### src/wsd_pkg.sv
// Shared constants and types of the WebSocket frame deframer.
// Used by the front parser, the job queue and the output stage.
package wsd_pkg;

    localparam int LENGTH_WIDTH = 64;

    localparam logic [31:0] MAX_PAYLOAD_RESET = 32'd4095;

    localparam logic [6:0] LEN7_EXT16 = 7'd126;
    localparam logic [6:0] LEN7_EXT64 = 7'd127;

    localparam logic [3:0] EXT16_BYTES = 4'd2;
    localparam logic [3:0] EXT64_BYTES = 4'd8;

    localparam int QUEUE_DEPTH = 4;
    localparam int QUEUE_AW    = $clog2(QUEUE_DEPTH);

    typedef enum logic [1:0] {
        OP_PAYLOAD,
        OP_EMPTY,
        OP_ERROR
    } t_op;

    typedef struct packed {
        t_op        op;
        logic [7:0] data;
        logic [7:0] key;
        logic       last;
    } t_job;

    typedef struct packed {
        logic valid;
        t_job job;
    } t_qpush;

    typedef struct packed {
        logic empty;
        logic full;
    } t_qstat;

endpackage

### src/wsd_if.sv
// Valid/ready channel interfaces of the deframer: the raw byte stream and the results.
// Standalone; carries plain logic signals only.
interface wsd_byte_if;
    logic       valid;
    logic       ready;
    logic [7:0] in_byte;

    modport source (output valid, output in_byte, input ready);
    modport sink (input valid, input in_byte, output ready);
endinterface

interface wsd_result_if;
    logic       valid;
    logic       ready;
    logic [7:0] payload_byte;
    logic       frame_end;
    logic       empty_frame;
    logic       length_error;

    modport source (output valid, output payload_byte, output frame_end,
                    output empty_frame, output length_error, input ready);
    modport sink (input valid, input payload_byte, input frame_end,
                  input empty_frame, input length_error, output ready);
endinterface

### src/wsd_front.sv
// Front parser: accepts stream bytes, tracks the frame header and classifies each byte.
// Depends on wsd_pkg and wsd_byte_if; pushes result jobs into wsd_queue.
module wsd_front (
    input  logic            i_clk,
    input  logic            i_rst_n,
    input  logic [31:0]     i_max_payload,
    wsd_byte_if.sink        i_in,
    input  wsd_pkg::t_qstat i_qstat,
    output wsd_pkg::t_qpush o_push
);
    import wsd_pkg::*;

    typedef enum logic [2:0] {
        PH_HEADER,
        PH_LENGTH,
        PH_EXT,
        PH_MASK,
        PH_PAYLOAD
    } t_phase;

    t_phase                    r_phase, n_phase;
    logic [3:0]                r_ext_left, n_ext_left;
    logic [LENGTH_WIDTH-1:0]   r_frame_len, n_frame_len;
    logic [31:0]               r_mask_key, n_mask_key;
    logic [LENGTH_WIDTH-1:0]   r_remaining, n_remaining;
    logic [1:0]                r_mask_pos, n_mask_pos;

    logic                      accept;
    logic [6:0]                len7;
    logic [7:0]                key_byte;
    logic [63:0]               len_ext;
    logic                      over;
    logic [LENGTH_WIDTH-1:0]   rem_dec;
    logic                      last;

    assign i_in.ready = !i_qstat.full;
    assign accept     = i_in.valid && i_in.ready;
    assign len7       = i_in.in_byte[6:0];
    assign len_ext    = 64'(r_frame_len);
    assign over       = (|len_ext[63:32]) || (len_ext[31:0] > i_max_payload);
    assign rem_dec    = r_remaining - LENGTH_WIDTH'(1);
    assign last       = (rem_dec == '0);

    always_comb begin
        case (r_mask_pos)
            2'd0:    key_byte = r_mask_key[31:24];
            2'd1:    key_byte = r_mask_key[23:16];
            2'd2:    key_byte = r_mask_key[15:8];
            default: key_byte = r_mask_key[7:0];
        endcase
    end

    always_comb begin
        n_phase     = r_phase;
        n_ext_left  = r_ext_left;
        n_frame_len = r_frame_len;
        n_mask_key  = r_mask_key;
        n_remaining = r_remaining;
        n_mask_pos  = r_mask_pos;
        o_push      = '0;
        o_push.job.data = i_in.in_byte;
        o_push.job.key  = key_byte;
        o_push.job.last = last;
        if (accept) begin
            unique case (r_phase)
                PH_LENGTH: begin
                    n_mask_pos = 2'd0;
                    if (len7 == LEN7_EXT16) begin
                        n_frame_len = '0;
                        n_ext_left  = EXT16_BYTES;
                        n_phase     = PH_EXT;
                    end else if (len7 == LEN7_EXT64) begin
                        n_frame_len = '0;
                        n_ext_left  = EXT64_BYTES;
                        n_phase     = PH_EXT;
                    end else begin
                        n_frame_len = LENGTH_WIDTH'(len7);
                        n_phase     = PH_MASK;
                    end
                end
                PH_EXT: begin
                    n_frame_len = {r_frame_len[LENGTH_WIDTH-9:0], i_in.in_byte};
                    n_ext_left  = r_ext_left - 4'd1;
                    if (n_ext_left == 4'd0) begin
                        n_mask_pos = 2'd0;
                        n_phase    = PH_MASK;
                    end
                end
                PH_MASK: begin
                    n_mask_key = {r_mask_key[23:0], i_in.in_byte};
                    n_mask_pos = r_mask_pos + 2'd1;
                    if (n_mask_pos == 2'd0) begin
                        if (r_frame_len == '0) begin
                            o_push.valid  = 1'b1;
                            o_push.job.op = OP_EMPTY;
                            n_phase       = PH_HEADER;
                        end else begin
                            n_remaining = r_frame_len;
                            n_phase     = PH_PAYLOAD;
                        end
                    end
                end
                PH_PAYLOAD: begin
                    n_mask_pos  = r_mask_pos + 2'd1;
                    n_remaining = rem_dec;
                    if (last) begin
                        n_phase = PH_HEADER;
                    end
                    if (over) begin
                        o_push.valid  = last;
                        o_push.job.op = OP_ERROR;
                    end else begin
                        o_push.valid  = 1'b1;
                        o_push.job.op = OP_PAYLOAD;
                    end
                end
                default: begin
                    n_phase = PH_LENGTH;
                end
            endcase
        end
    end

    always_ff @(posedge i_clk) begin
        if (!i_rst_n) begin
            r_phase     <= PH_HEADER;
            r_ext_left  <= '0;
            r_frame_len <= '0;
            r_mask_key  <= '0;
            r_remaining <= '0;
            r_mask_pos  <= '0;
        end else begin
            r_phase     <= n_phase;
            r_ext_left  <= n_ext_left;
            r_frame_len <= n_frame_len;
            r_mask_key  <= n_mask_key;
            r_remaining <= n_remaining;
            r_mask_pos  <= n_mask_pos;
        end
    end

endmodule

### src/wsd_queue.sv
// Short job queue that decouples the front parser from the output stage.
// Depends on wsd_pkg for the job and status types.
module wsd_queue (
    input  logic            i_clk,
    input  logic            i_rst_n,
    input  wsd_pkg::t_qpush i_push,
    input  logic            i_pop,
    output wsd_pkg::t_job   o_head,
    output wsd_pkg::t_qstat o_stat
);
    import wsd_pkg::*;

    t_job                r_slots [QUEUE_DEPTH];
    logic [QUEUE_AW-1:0] r_wr_ptr, r_rd_ptr;
    logic [QUEUE_AW:0]   r_count;
    logic                do_push, do_pop;

    assign o_stat.empty = (r_count == '0);
    assign o_stat.full  = (r_count == (QUEUE_AW+1)'(QUEUE_DEPTH));
    assign o_head       = r_slots[r_rd_ptr];
    assign do_push      = i_push.valid && !o_stat.full;
    assign do_pop       = i_pop && !o_stat.empty;

    always_ff @(posedge i_clk) begin
        if (do_push) begin
            r_slots[r_wr_ptr] <= i_push.job;
        end
        if (!i_rst_n) begin
            r_wr_ptr <= '0;
            r_rd_ptr <= '0;
            r_count  <= '0;
        end else begin
            if (do_push) begin
                r_wr_ptr <= r_wr_ptr + QUEUE_AW'(1);
            end
            if (do_pop) begin
                r_rd_ptr <= r_rd_ptr + QUEUE_AW'(1);
            end
            case ({do_push, do_pop})
                2'b10:   r_count <= r_count + (QUEUE_AW+1)'(1);
                2'b01:   r_count <= r_count - (QUEUE_AW+1)'(1);
                default: r_count <= r_count;
            endcase
        end
    end

endmodule

### src/wsd_back.sv
// Output stage: takes jobs from the queue, unmasks payload bytes and holds the result register.
// Depends on wsd_pkg and wsd_result_if.
module wsd_back (
    input  logic            i_clk,
    input  logic            i_rst_n,
    input  wsd_pkg::t_job   i_head,
    input  wsd_pkg::t_qstat i_qstat,
    output logic            o_pop,
    wsd_result_if.source    o_out
);
    import wsd_pkg::*;

    logic       r_valid;
    logic [7:0] r_payload_byte;
    logic       r_frame_end;
    logic       r_empty_frame;
    logic       r_length_error;

    assign o_pop = !i_qstat.empty && (!r_valid || o_out.ready);

    always_ff @(posedge i_clk) begin
        if (o_pop) begin
            r_payload_byte <= (i_head.op == OP_PAYLOAD) ? (i_head.data ^ i_head.key) : 8'd0;
            r_frame_end    <= (i_head.op != OP_PAYLOAD) || i_head.last;
            r_empty_frame  <= (i_head.op == OP_EMPTY);
            r_length_error <= (i_head.op == OP_ERROR);
        end
        if (!i_rst_n) begin
            r_valid <= 1'b0;
        end else if (o_pop) begin
            r_valid <= 1'b1;
        end else if (o_out.ready) begin
            r_valid <= 1'b0;
        end
    end

    assign o_out.valid        = r_valid;
    assign o_out.payload_byte = r_payload_byte;
    assign o_out.frame_end    = r_frame_end;
    assign o_out.empty_frame  = r_empty_frame;
    assign o_out.length_error = r_length_error;

endmodule

### src/websocket_frame_deframer.sv
// Top level of the WebSocket client frame deframer with payload unmasking.
// Depends on wsd_pkg, wsd_if, wsd_front, wsd_queue and wsd_back.
//
// The input channel carries one raw stream byte per transfer; the output channel
// carries one result per transfer: an unmasked payload byte, an empty-frame marker
// or an oversize marker, with frame_end set on the last result of each frame.
// Header, length and mask bytes produce no result.
// The maximum payload register is written through i_cfg_wr_en and i_cfg_wr_data.
// A transferred byte is written into the job queue as a job and is offered as a
// result once the output stage has popped it into its output register.
// One byte is accepted every cycle while the four-entry job queue has room.
// The queue and the output register let the parser keep taking bytes while
// the receiver stalls; input ready drops only once the queue is full.
// Synchronous reset returns the parser to the first header byte, empties the
// queue and output register, and restores the maximum payload to 4095.
module websocket_frame_deframer (
    input  logic         i_clk,
    input  logic         i_rst_n,
    input  logic         i_cfg_wr_en,
    input  logic [31:0]  i_cfg_wr_data,
    wsd_byte_if.sink     i_in,
    wsd_result_if.source o_out
);
    import wsd_pkg::*;

    logic [31:0] r_max_payload;
    t_qpush      push;
    t_qstat      qstat;
    t_job        head;
    logic        pop;

    always_ff @(posedge i_clk) begin
        if (!i_rst_n) begin
            r_max_payload <= MAX_PAYLOAD_RESET;
        end else if (i_cfg_wr_en) begin
            r_max_payload <= i_cfg_wr_data;
        end
    end

    wsd_front u_front (
        .i_clk         (i_clk),
        .i_rst_n       (i_rst_n),
        .i_max_payload (r_max_payload),
        .i_in          (i_in),
        .i_qstat       (qstat),
        .o_push        (push)
    );

    wsd_queue u_queue (
        .i_clk   (i_clk),
        .i_rst_n (i_rst_n),
        .i_push  (push),
        .i_pop   (pop),
        .o_head  (head),
        .o_stat  (qstat)
    );

    wsd_back u_back (
        .i_clk   (i_clk),
        .i_rst_n (i_rst_n),
        .i_head  (head),
        .i_qstat (qstat),
        .o_pop   (pop),
        .o_out   (o_out)
    );

    a_no_result_after_reset: assert property (@(posedge i_clk)
        i_rst_n && $past(!i_rst_n) |-> !o_out.valid)
        else $error("result presented straight after reset");

    a_error_result_form: assert property (@(posedge i_clk) disable iff (!i_rst_n)
        o_out.valid && o_out.length_error |->
            o_out.frame_end && !o_out.empty_frame && (o_out.payload_byte == 8'd0))
        else $error("malformed oversize result");

    a_empty_result_form: assert property (@(posedge i_clk) disable iff (!i_rst_n)
        o_out.valid && o_out.empty_frame |->
            o_out.frame_end && !o_out.length_error && (o_out.payload_byte == 8'd0))
        else $error("malformed empty-frame result");

    a_no_push_when_full: assert property (@(posedge i_clk) disable iff (!i_rst_n)
        qstat.full |-> !i_in.ready)
        else $error("input ready while the job queue is full");

    a_pop_fills_output: assert property (@(posedge i_clk) disable iff (!i_rst_n)
        pop |=> o_out.valid)
        else $error("queue pop did not load the output register");

endmodule

### src/flat_wrapper.sv
// flat-port wrapper written by rule: the top's interface ports become plain ports
module websocket_frame_deframer_flat import wsd_pkg::*;
  (i_clk, i_rst_n, i_cfg_wr_en, i_cfg_wr_data, i_in_valid, i_in_in_byte, i_in_ready, o_out_valid, o_out_payload_byte, o_out_frame_end, o_out_empty_frame, o_out_length_error, o_out_ready);
  wsd_byte_if i_in_i ();
  wsd_result_if o_out_i ();
  input  logic i_clk;
  input  logic i_rst_n;
  input  logic i_cfg_wr_en;
  input  logic [31:0] i_cfg_wr_data;
  input wire logic [$bits(i_in_i.valid)-1:0] i_in_valid;
  input wire logic [$bits(i_in_i.in_byte)-1:0] i_in_in_byte;
  output wire logic [$bits(i_in_i.ready)-1:0] i_in_ready;
  output wire logic [$bits(o_out_i.valid)-1:0] o_out_valid;
  output wire logic [$bits(o_out_i.payload_byte)-1:0] o_out_payload_byte;
  output wire logic [$bits(o_out_i.frame_end)-1:0] o_out_frame_end;
  output wire logic [$bits(o_out_i.empty_frame)-1:0] o_out_empty_frame;
  output wire logic [$bits(o_out_i.length_error)-1:0] o_out_length_error;
  input wire logic [$bits(o_out_i.ready)-1:0] o_out_ready;
  assign i_in_i.valid = i_in_valid;
  assign i_in_i.in_byte = i_in_in_byte;
  assign i_in_ready = i_in_i.ready;
  assign o_out_valid = o_out_i.valid;
  assign o_out_payload_byte = o_out_i.payload_byte;
  assign o_out_frame_end = o_out_i.frame_end;
  assign o_out_empty_frame = o_out_i.empty_frame;
  assign o_out_length_error = o_out_i.length_error;
  assign o_out_i.ready = o_out_ready;
  websocket_frame_deframer u_core (.i_clk(i_clk), .i_rst_n(i_rst_n), .i_cfg_wr_en(i_cfg_wr_en), .i_cfg_wr_data(i_cfg_wr_data), .i_in(i_in_i), .o_out(o_out_i));
endmodule
### config.mk
export PLATFORM = sky130hd
export DESIGN_NAME = websocket_frame_deframer_flat
export DESIGN_NICKNAME = d
export VERILOG_FILES = /design/src/wsd_pkg.sv /design/src/wsd_if.sv /design/src/wsd_front.sv /design/src/wsd_queue.sv /design/src/wsd_back.sv /design/src/websocket_frame_deframer.sv /design/src/flat_wrapper.sv
export SDC_FILE = /design/constraint.sdc
export NUM_CORES = 1
export LEC_CHECK = 0
export BUFFER_PORTS_ARGS = -buffer_cell sky130_fd_sc_hd__buf_2
export CORE_MARGIN = 2
export CORE_UTILIZATION = 57
export CTS_CLUSTER_DIAMETER = 200
export DETAILED_ROUTE_END_ITERATION = 6
export PLACE_DENSITY = 0.79
export SYNTH_ARGS = -nofsm -noshare
export SYNTH_HDL_FRONTEND = slang
export SYNTH_SLANG_ARGS = --single-unit
### constraint.sdc
create_clock -name i_clk -period 14.4 [get_ports i_clk]
set_input_delay 2.16 -clock i_clk [delete_from_list [all_inputs] [get_ports i_clk]]
set_output_delay 2.16 -clock i_clk [all_outputs]
set_load 0.01 [all_outputs]
* Yosys cells after proc, flatten, opt, wreduce, memory -nomap -nowiden
Memory sizes are Yosys's and may differ from the RTL's. A register that Yosys moved wholly into a read port is not among the register bits. Index checks and enable logic that the tools add are counted.
Word-level totals: memories kept 1, memory bits (writable) 76, register bits 220, ROM bits 0, bits in latches 0, logic and storage cells 105, bits of input ports 45, output and inout bits 13
Memories:
- u_core.u_queue.r_slots | depth 4, width 19, read ports 1, clocked after memory_dff 1, wr ports 1, RTL line wsd_queue.sv:13 | t_job r_slots [QUEUE_DEPTH];
Operators by class: divide/modulo/power cells 0, reduce and logical (&&, ||, !) cells 31, multiply operators 0, shift-type cells 0, $lt $le $gt $ge 1, bitwise logic cells 1, eq/ne operators 18, $add $sub $neg 7, muxes and demuxes 31
Operator list (count):
- case mux 64 bit (2 select lines) | 2
- zero test 64 bit | 2
- 2-to-1 mux 64 bit | 2
- subtractor 64 x 1 -> 64 bit, second input constant | 1
- greater-than comparator 32 bit | 1
- OR reduction 32 bit | 1
- 2-to-1 mux 3 bit | 8
- case mux 8 bit (3 select lines) | 1
- == test 7 bit, second input constant | 2
- 2-to-1 mux 7 bit | 2
- case mux 3 bit (2 select lines) | 2
- case mux 3 bit (4 select lines) | 1
- nonzero test 2 bit | 5
- 2-to-1 mux 4 bit | 2
- inequality test 2 bit, second input constant | 4
- case mux 4 bit (2 select lines) | 1
- AND reduction 4 bit | 2
- bitwise XOR 8 bit | 1
- adder 2 x 1 -> 2 bit, second input constant | 3
- == test 2 x 1 -> 1 bit, second input constant | 3
- == test 2 bit, second input constant | 3
- == test 3 x 2 -> 1 bit, second input constant | 2
- == test 3 bit, second input constant | 2
- zero test 2 bit | 3
- other kinds (17) | 33

* Logic depth before layout (Yosys ltp)
word-level depth 8, depth in mapped cells 18

* By module
Synthesis repeated with hierarchy kept, for this count alone.
Second synthesis, totals: cell total of the unflattened synthesis 1621, area total of the unflattened synthesis 15282.2 um2
By module, submodules not included:
- wsd_front | instances 1, area each 10323.7 um2, cells each 1329
- wsd_queue | instances 1, area each 3245.6 um2, cells each 153
- websocket_frame_deframer | instances 1, area each 1204.9 um2, cells each 103
- wsd_back | instances 1, area each 508.0 um2, cells each 36

* Worst setup path after synthesis
OpenSTA, ideal clock, no wires.
kind register to register, from register u_core.u_front.r_remaining[27], to memory u_core.u_queue.r_slots[0][0] (netlist name) (enable), stages on the path, launching flop included 11, period minus slack after synthesis 4.940 ns, setup slack 9.460 ns, data arrival time 4.516 ns, data required time 13.976 ns, buffers on the path 1, cell sequence dfxtp_1 or4_1 buf_2 or4_4 or3_1 nor4_1 xnor2_1 nand3_1 nor4_1 nand4_1 a21boi_0
On the way: word-level cells in the longest chain between the ends 8
RTL lines:
- start, declared | RTL line wsd_front.sv:25 | logic [LENGTH_WIDTH-1:0] r_remaining, n_remaining;
- start signal, assigned | RTL line wsd_front.sv:137 | r_remaining <= n_remaining;
- subtractor 64 x 1 -> 64 bit | RTL line wsd_front.sv:41 | assign rem_dec = r_remaining - LENGTH_WIDTH'(1);
- zero test 64 bit | RTL line wsd_front.sv:42 | assign last = (rem_dec == '0);
- 2-to-1 mux 3 bit | RTL line wsd_front.sv:109 | if (over) begin
- case mux 3 bit (2 select lines) | RTL line wsd_front.sv:65 | unique case (r_phase)
- 2-to-1 mux 3 bit | RTL line wsd_front.sv:64 | if (accept) begin
- logical AND 1 bit | RTL line wsd_queue.sv:21 | assign do_push = i_push.valid && !o_stat.full;
- 2-to-1 mux 1 bit | RTL line wsd_queue.sv:25 | if (do_push) begin
- 2-to-1 mux 1 bit (not written as such) | RTL line wsd_queue.sv:26 | r_slots[r_wr_ptr] <= i_push.job;
- end, declared | RTL line wsd_queue.sv:13
Every way passes these cells.

* Worst setup path after layout
from register u_core.u_front.r_remaining[0], to register u_core.u_queue.r_count[2]
On the way: word-level cells in the longest chain between the ends 8, elaborated cells between the ends (all ways) 10, those cells by class add/sub: 1; eq/ne: 2; mux: 4; reduce/logical: 3
RTL lines:
- subtractor 64 x 1 -> 64 bit (*) | RTL line wsd_front.sv:41
- zero test 64 bit (*) | RTL line wsd_front.sv:42
- 2-to-1 mux 3 bit (*) | RTL line wsd_front.sv:109
- case mux 3 bit (2 select lines) (*) | RTL line wsd_front.sv:65
- 2-to-1 mux 3 bit (*) | RTL line wsd_front.sv:64
- logical AND 1 bit (*) | RTL line wsd_queue.sv:21
- == test 2 x 1 -> 1 bit / == test 2 bit (equally long branches) | RTL line wsd_queue.sv:39 | case ({do_push, do_pop})
- case mux 3 bit (2 select lines) / nonzero test 2 bit (equally long branches)
- end signal, assigned | RTL line wsd_queue.sv:40 | 2'b10: r_count <= r_count + (QUEUE_AW+1)'(1);
- end signal, assigned | RTL line wsd_queue.sv:41 | 2'b01: r_count <= r_count - (QUEUE_AW+1)'(1);
- end signal, assigned | RTL line wsd_queue.sv:42 | default: r_count <= r_count;
- end, declared | RTL line wsd_queue.sv:15 | logic [QUEUE_AW:0] r_count;
Mark *: on every way between the ends. The rest lies on a longest branch, timed or not. A chain may end at the register's enable or synchronous reset.

==> impl_results.md <==
- Post-cts sizing count: 0
- Max Cap Viol: 0
- Initial Util: 57.5%
- Overflow after GRT: 0
- Reg2reg start: u_core.u_front.r_remaining[0]
- Clock transition at path regs: 0.06 ns
- R2r worst-path depth: 17
- CTS root buf: clkbuf_16
- Clock sinks: 298
- Relative slew slack: 28.6%
- Sequential area share after synthesis: 44.6%
- Launch point of the critical path: u_core.u_front.r_remaining[0]
- Synth Flop Type: dfxtp_1
- Number of synthesized flops with an enable pin: 87
- Initial drt markers: 1314
- RSZ-0062 raised after global routing: no
- Ys Warns: 0
- WP data required: 14.89 ns
- Yosys cell types: 69
- Post-CTS Hold Fix Bufs: 0
- Routed vias/inst: 6.24
- FILL cells: 2150
- Initial antenna violation count: 0
- Startpoint Class: register
- Mean Syn Cell Area: 9.16 um2
- Clk_lat worst skew: 0.58 ns
- Die Footprint: 0.0282 mm2
- First-pass GRT wire length: 63400 um
- Total track usage: 27.6%
- Fin Clk Skew: 0.0203 ns
- Instance count of the mapped netlist: 1674
- Vias in the first global route: 11962
- Pwr dens: 122 mW/mm2
- Pleak: 6.25 nW
- Setup CP Type: reg -> reg
- Synthesized cell area: 0.0153 mm2
- DRT Pass-1 Iters: 5
- Crit path capture type: register
- Max H-tree Level: 1
- Synth Register Bits: 298
- CP max FO: 7
- Dpl hpwl: 26800 um
- Num CTS Buffers: 31
- PortBufs: 57
- Min-Delay Path Class: reg -> reg
- Final setup vio count: 0
- CP max stage delay: 0.63 ns
- WHS Path Cells: 2
- Ys async rst share: 0%
- Hold Fails Final Rpt: 0
- Slew Viols, Final: 0
- IO Pins: 58
- Min Hold Slack: 0.470 ns
- Register Area: 0.00684 mm2
- ANT cells: 0
- Mapped Nets: 1765
- Die height: 168 um
- Worst-margin pin slew: 1.06 ns
- Layout cell share with drive strength beyond 1: 9.32%
- Highest clock rate: 188 MHz
- Area of the core: 0.0267 mm2
- Crit-path slowest cell: nor4b_2
- # rows: 60
- CTS tree: done
- HP Start: u_core.u_front.r_mask_key[31]
- Fin nets: 1751
- Bufs on Longest Clock Path: 3
- Avg WL per Cell: 19.4 um
- Status: finished, final reports clean
- Worst EP arrival: 5.81 ns
- Area Overhead vs Synth: 9.14%
- Footprint of the multi-input gates: 0.00785 mm2
- Setup Total Neg Slack: 0 ns
- Crit path cell chain: inv_1, ha_1, nor4b_2, nand3_1, or4_1, or3_1, xor2_1, nand4_1, nor4_1, nand4_1, and2_1, ha_1, inv_1, fa_1, xor2_1, or3_1, a21boi_0
- Antenna-violating nets left: 0
- Total Wirelength: 39300 um
- Final GP Congestion: 1.01
- Die Wd: 168 um
- Post CTS Setup Buffer Count: 0
- Detailed-route via count: 12640
- DRC Markers: 0
- Min Tclk post-route: 5.32 ns
- Fin crit share: 36.9%
- Max IR drop VDD: 0.114 mV
- Largest net degree at the start of global routing: 116
synth_stat cells (31+ instances only):
master | instances | share of area [%]
clkbuf_1 | 97 | 2.4
nor2b_1 | 108 | 4.4
nand2_1 | 162 | 4.0
nand4_1 | 35 | 1.4
a21oi_1 | 72 | 2.4
xnor2_1 | 59 | 3.4
a21boi_0 | 49 | 2.4
o21ai_0 | 84 | 2.7
mux2i_1 | 34 | 2.2
a22oi_1 | 79 | 3.9
nor3_1 | 46 | 1.5
edfxtp_1 | 87 | 17
and2_1 | 31 | 1.3
dfxtp_1 | 211 | 28
nor2_1 | 102 | 2.5
inv_1 | 67 | 1.6
ha_1 | 45 | 3.7
nor4_1 | 49 | 2.0
sequential cells by signal, indices dropped and copies added (netlist names), 4 cells and up, named ones only:
register	flops
u_core.u_front.r_mask_key	32
u_core.u_front.r_remaining	64
u_core.u_front.len_ext	64
u_core.r_max_payload	32
u_core.u_front.r_ext_left	4
u_core.u_queue.r_slots	76
u_core.u_back.o_out.payload_byte	8
per-layer routing:
layer  wire, um  part of all wire [%]  global-route usage, %
met5          0                     0                      0
met4       1300                   3.3                   9.22
met3       2460                   6.2                   3.93
met2      18600                    47                   46.3
met1      17000                    43                   36.9
worst max-delay path: cells and delay by family (launching register included):
| family | cells | cell delay (ns) |
|---|---|---|
| and+or+nand+nor | 9 | 3.57 |
| buffers and inverters | 2 | 0.15 |
| xor gates and xnor gates | 2 | 0.30 |
| DFF | 1 | 0.35 |
| AOI/OAI and AO/OA | 1 | 0.20 |
| adders and majority gates | 3 | 0.66 |
stage by stage:
step	util, %	cell area, um2	total power [mW]	setup WS, ns	instances
4_1_cts	62.8	16700	2.06	9.22	2026
6_report	62.8	16700	2.05	9.08	2026
5_1_grt	62.8	16700	2.12	8.67	2026
3_3_place_gp	59.0	15700	1.26	9.41	1968
3_5_place_dp	59.0	15700	1.27	9.17	1968
2_1_floorplan	-	15300	1.17	9.46	1674
cell families (layout without fill, tap and decap cells):
| group | count (synthesis) | after routing | synth area share, % |
|---|---|---|---|
| compound gates | 398 | 398 | 17.3 |
| simple gates | 633 | 633 | 21.8 |
| buf+inv | 182 | 193 | 4.52 |
| xor+xnor | 72 | 72 | 4.11 |
| mux | 45 | 45 | 3.84 |
| fa+ha+maj | 46 | 46 | 3.80 |
| flops | 298 | 298 | 44.6 |
worst paths after layout:
check	end	slack (ns)
worst min register to register	u_core.u_front.r_mask_key[31]	0.47
worst max-delay path	u_core.u_queue.r_count[2]	9.08
worst min-delay path	u_core.u_front.r_mask_key[31]	0.47
worst max register to register	u_core.u_queue.r_count[2]	9.08
area by class of cell:
class	count	share of cell area, %
clock inverter	22	1.18
tap	341	2.55
multi-input combinational	1194	46.9
timing repair buffer	68	2.21
inverter	67	1.50
sequential	298	40.9
clock buffer	36	4.81
power breakdown:
group	internal [mW]	leakage [nW]	switching (mW)
Combinational	0.119	3.25	0.202
Sequential	0.904	2.51	0.0317
Clock	0.453	0.484	0.336
Total	1.48	6.25	0.570
layout by cell type (no fill, tap or decap), types with 13 or more instances in the layout:
cell / n
nor2b_1: 108
a22oi_1: 79
buf_2: 56
a21o_1: 13
nand2_1: 161
edfxtp_1: 87
inv_1: 67
o21ai_0: 83
dfxtp_1: 211
nor2_1: 101
a31oi_1: 15
nand4_1: 35
and2_1: 30
a21oi_1: 72
a21boi_0: 45
nor4_1: 49
ha_1: 45
o211ai_1: 18
or3_1: 13
xor2_1: 13
xnor2_1: 59
nor3_1: 45
clkbuf_16: 31
mux2i_1: 34
nand3_1: 27
Power figures use the tool's default switching activity.
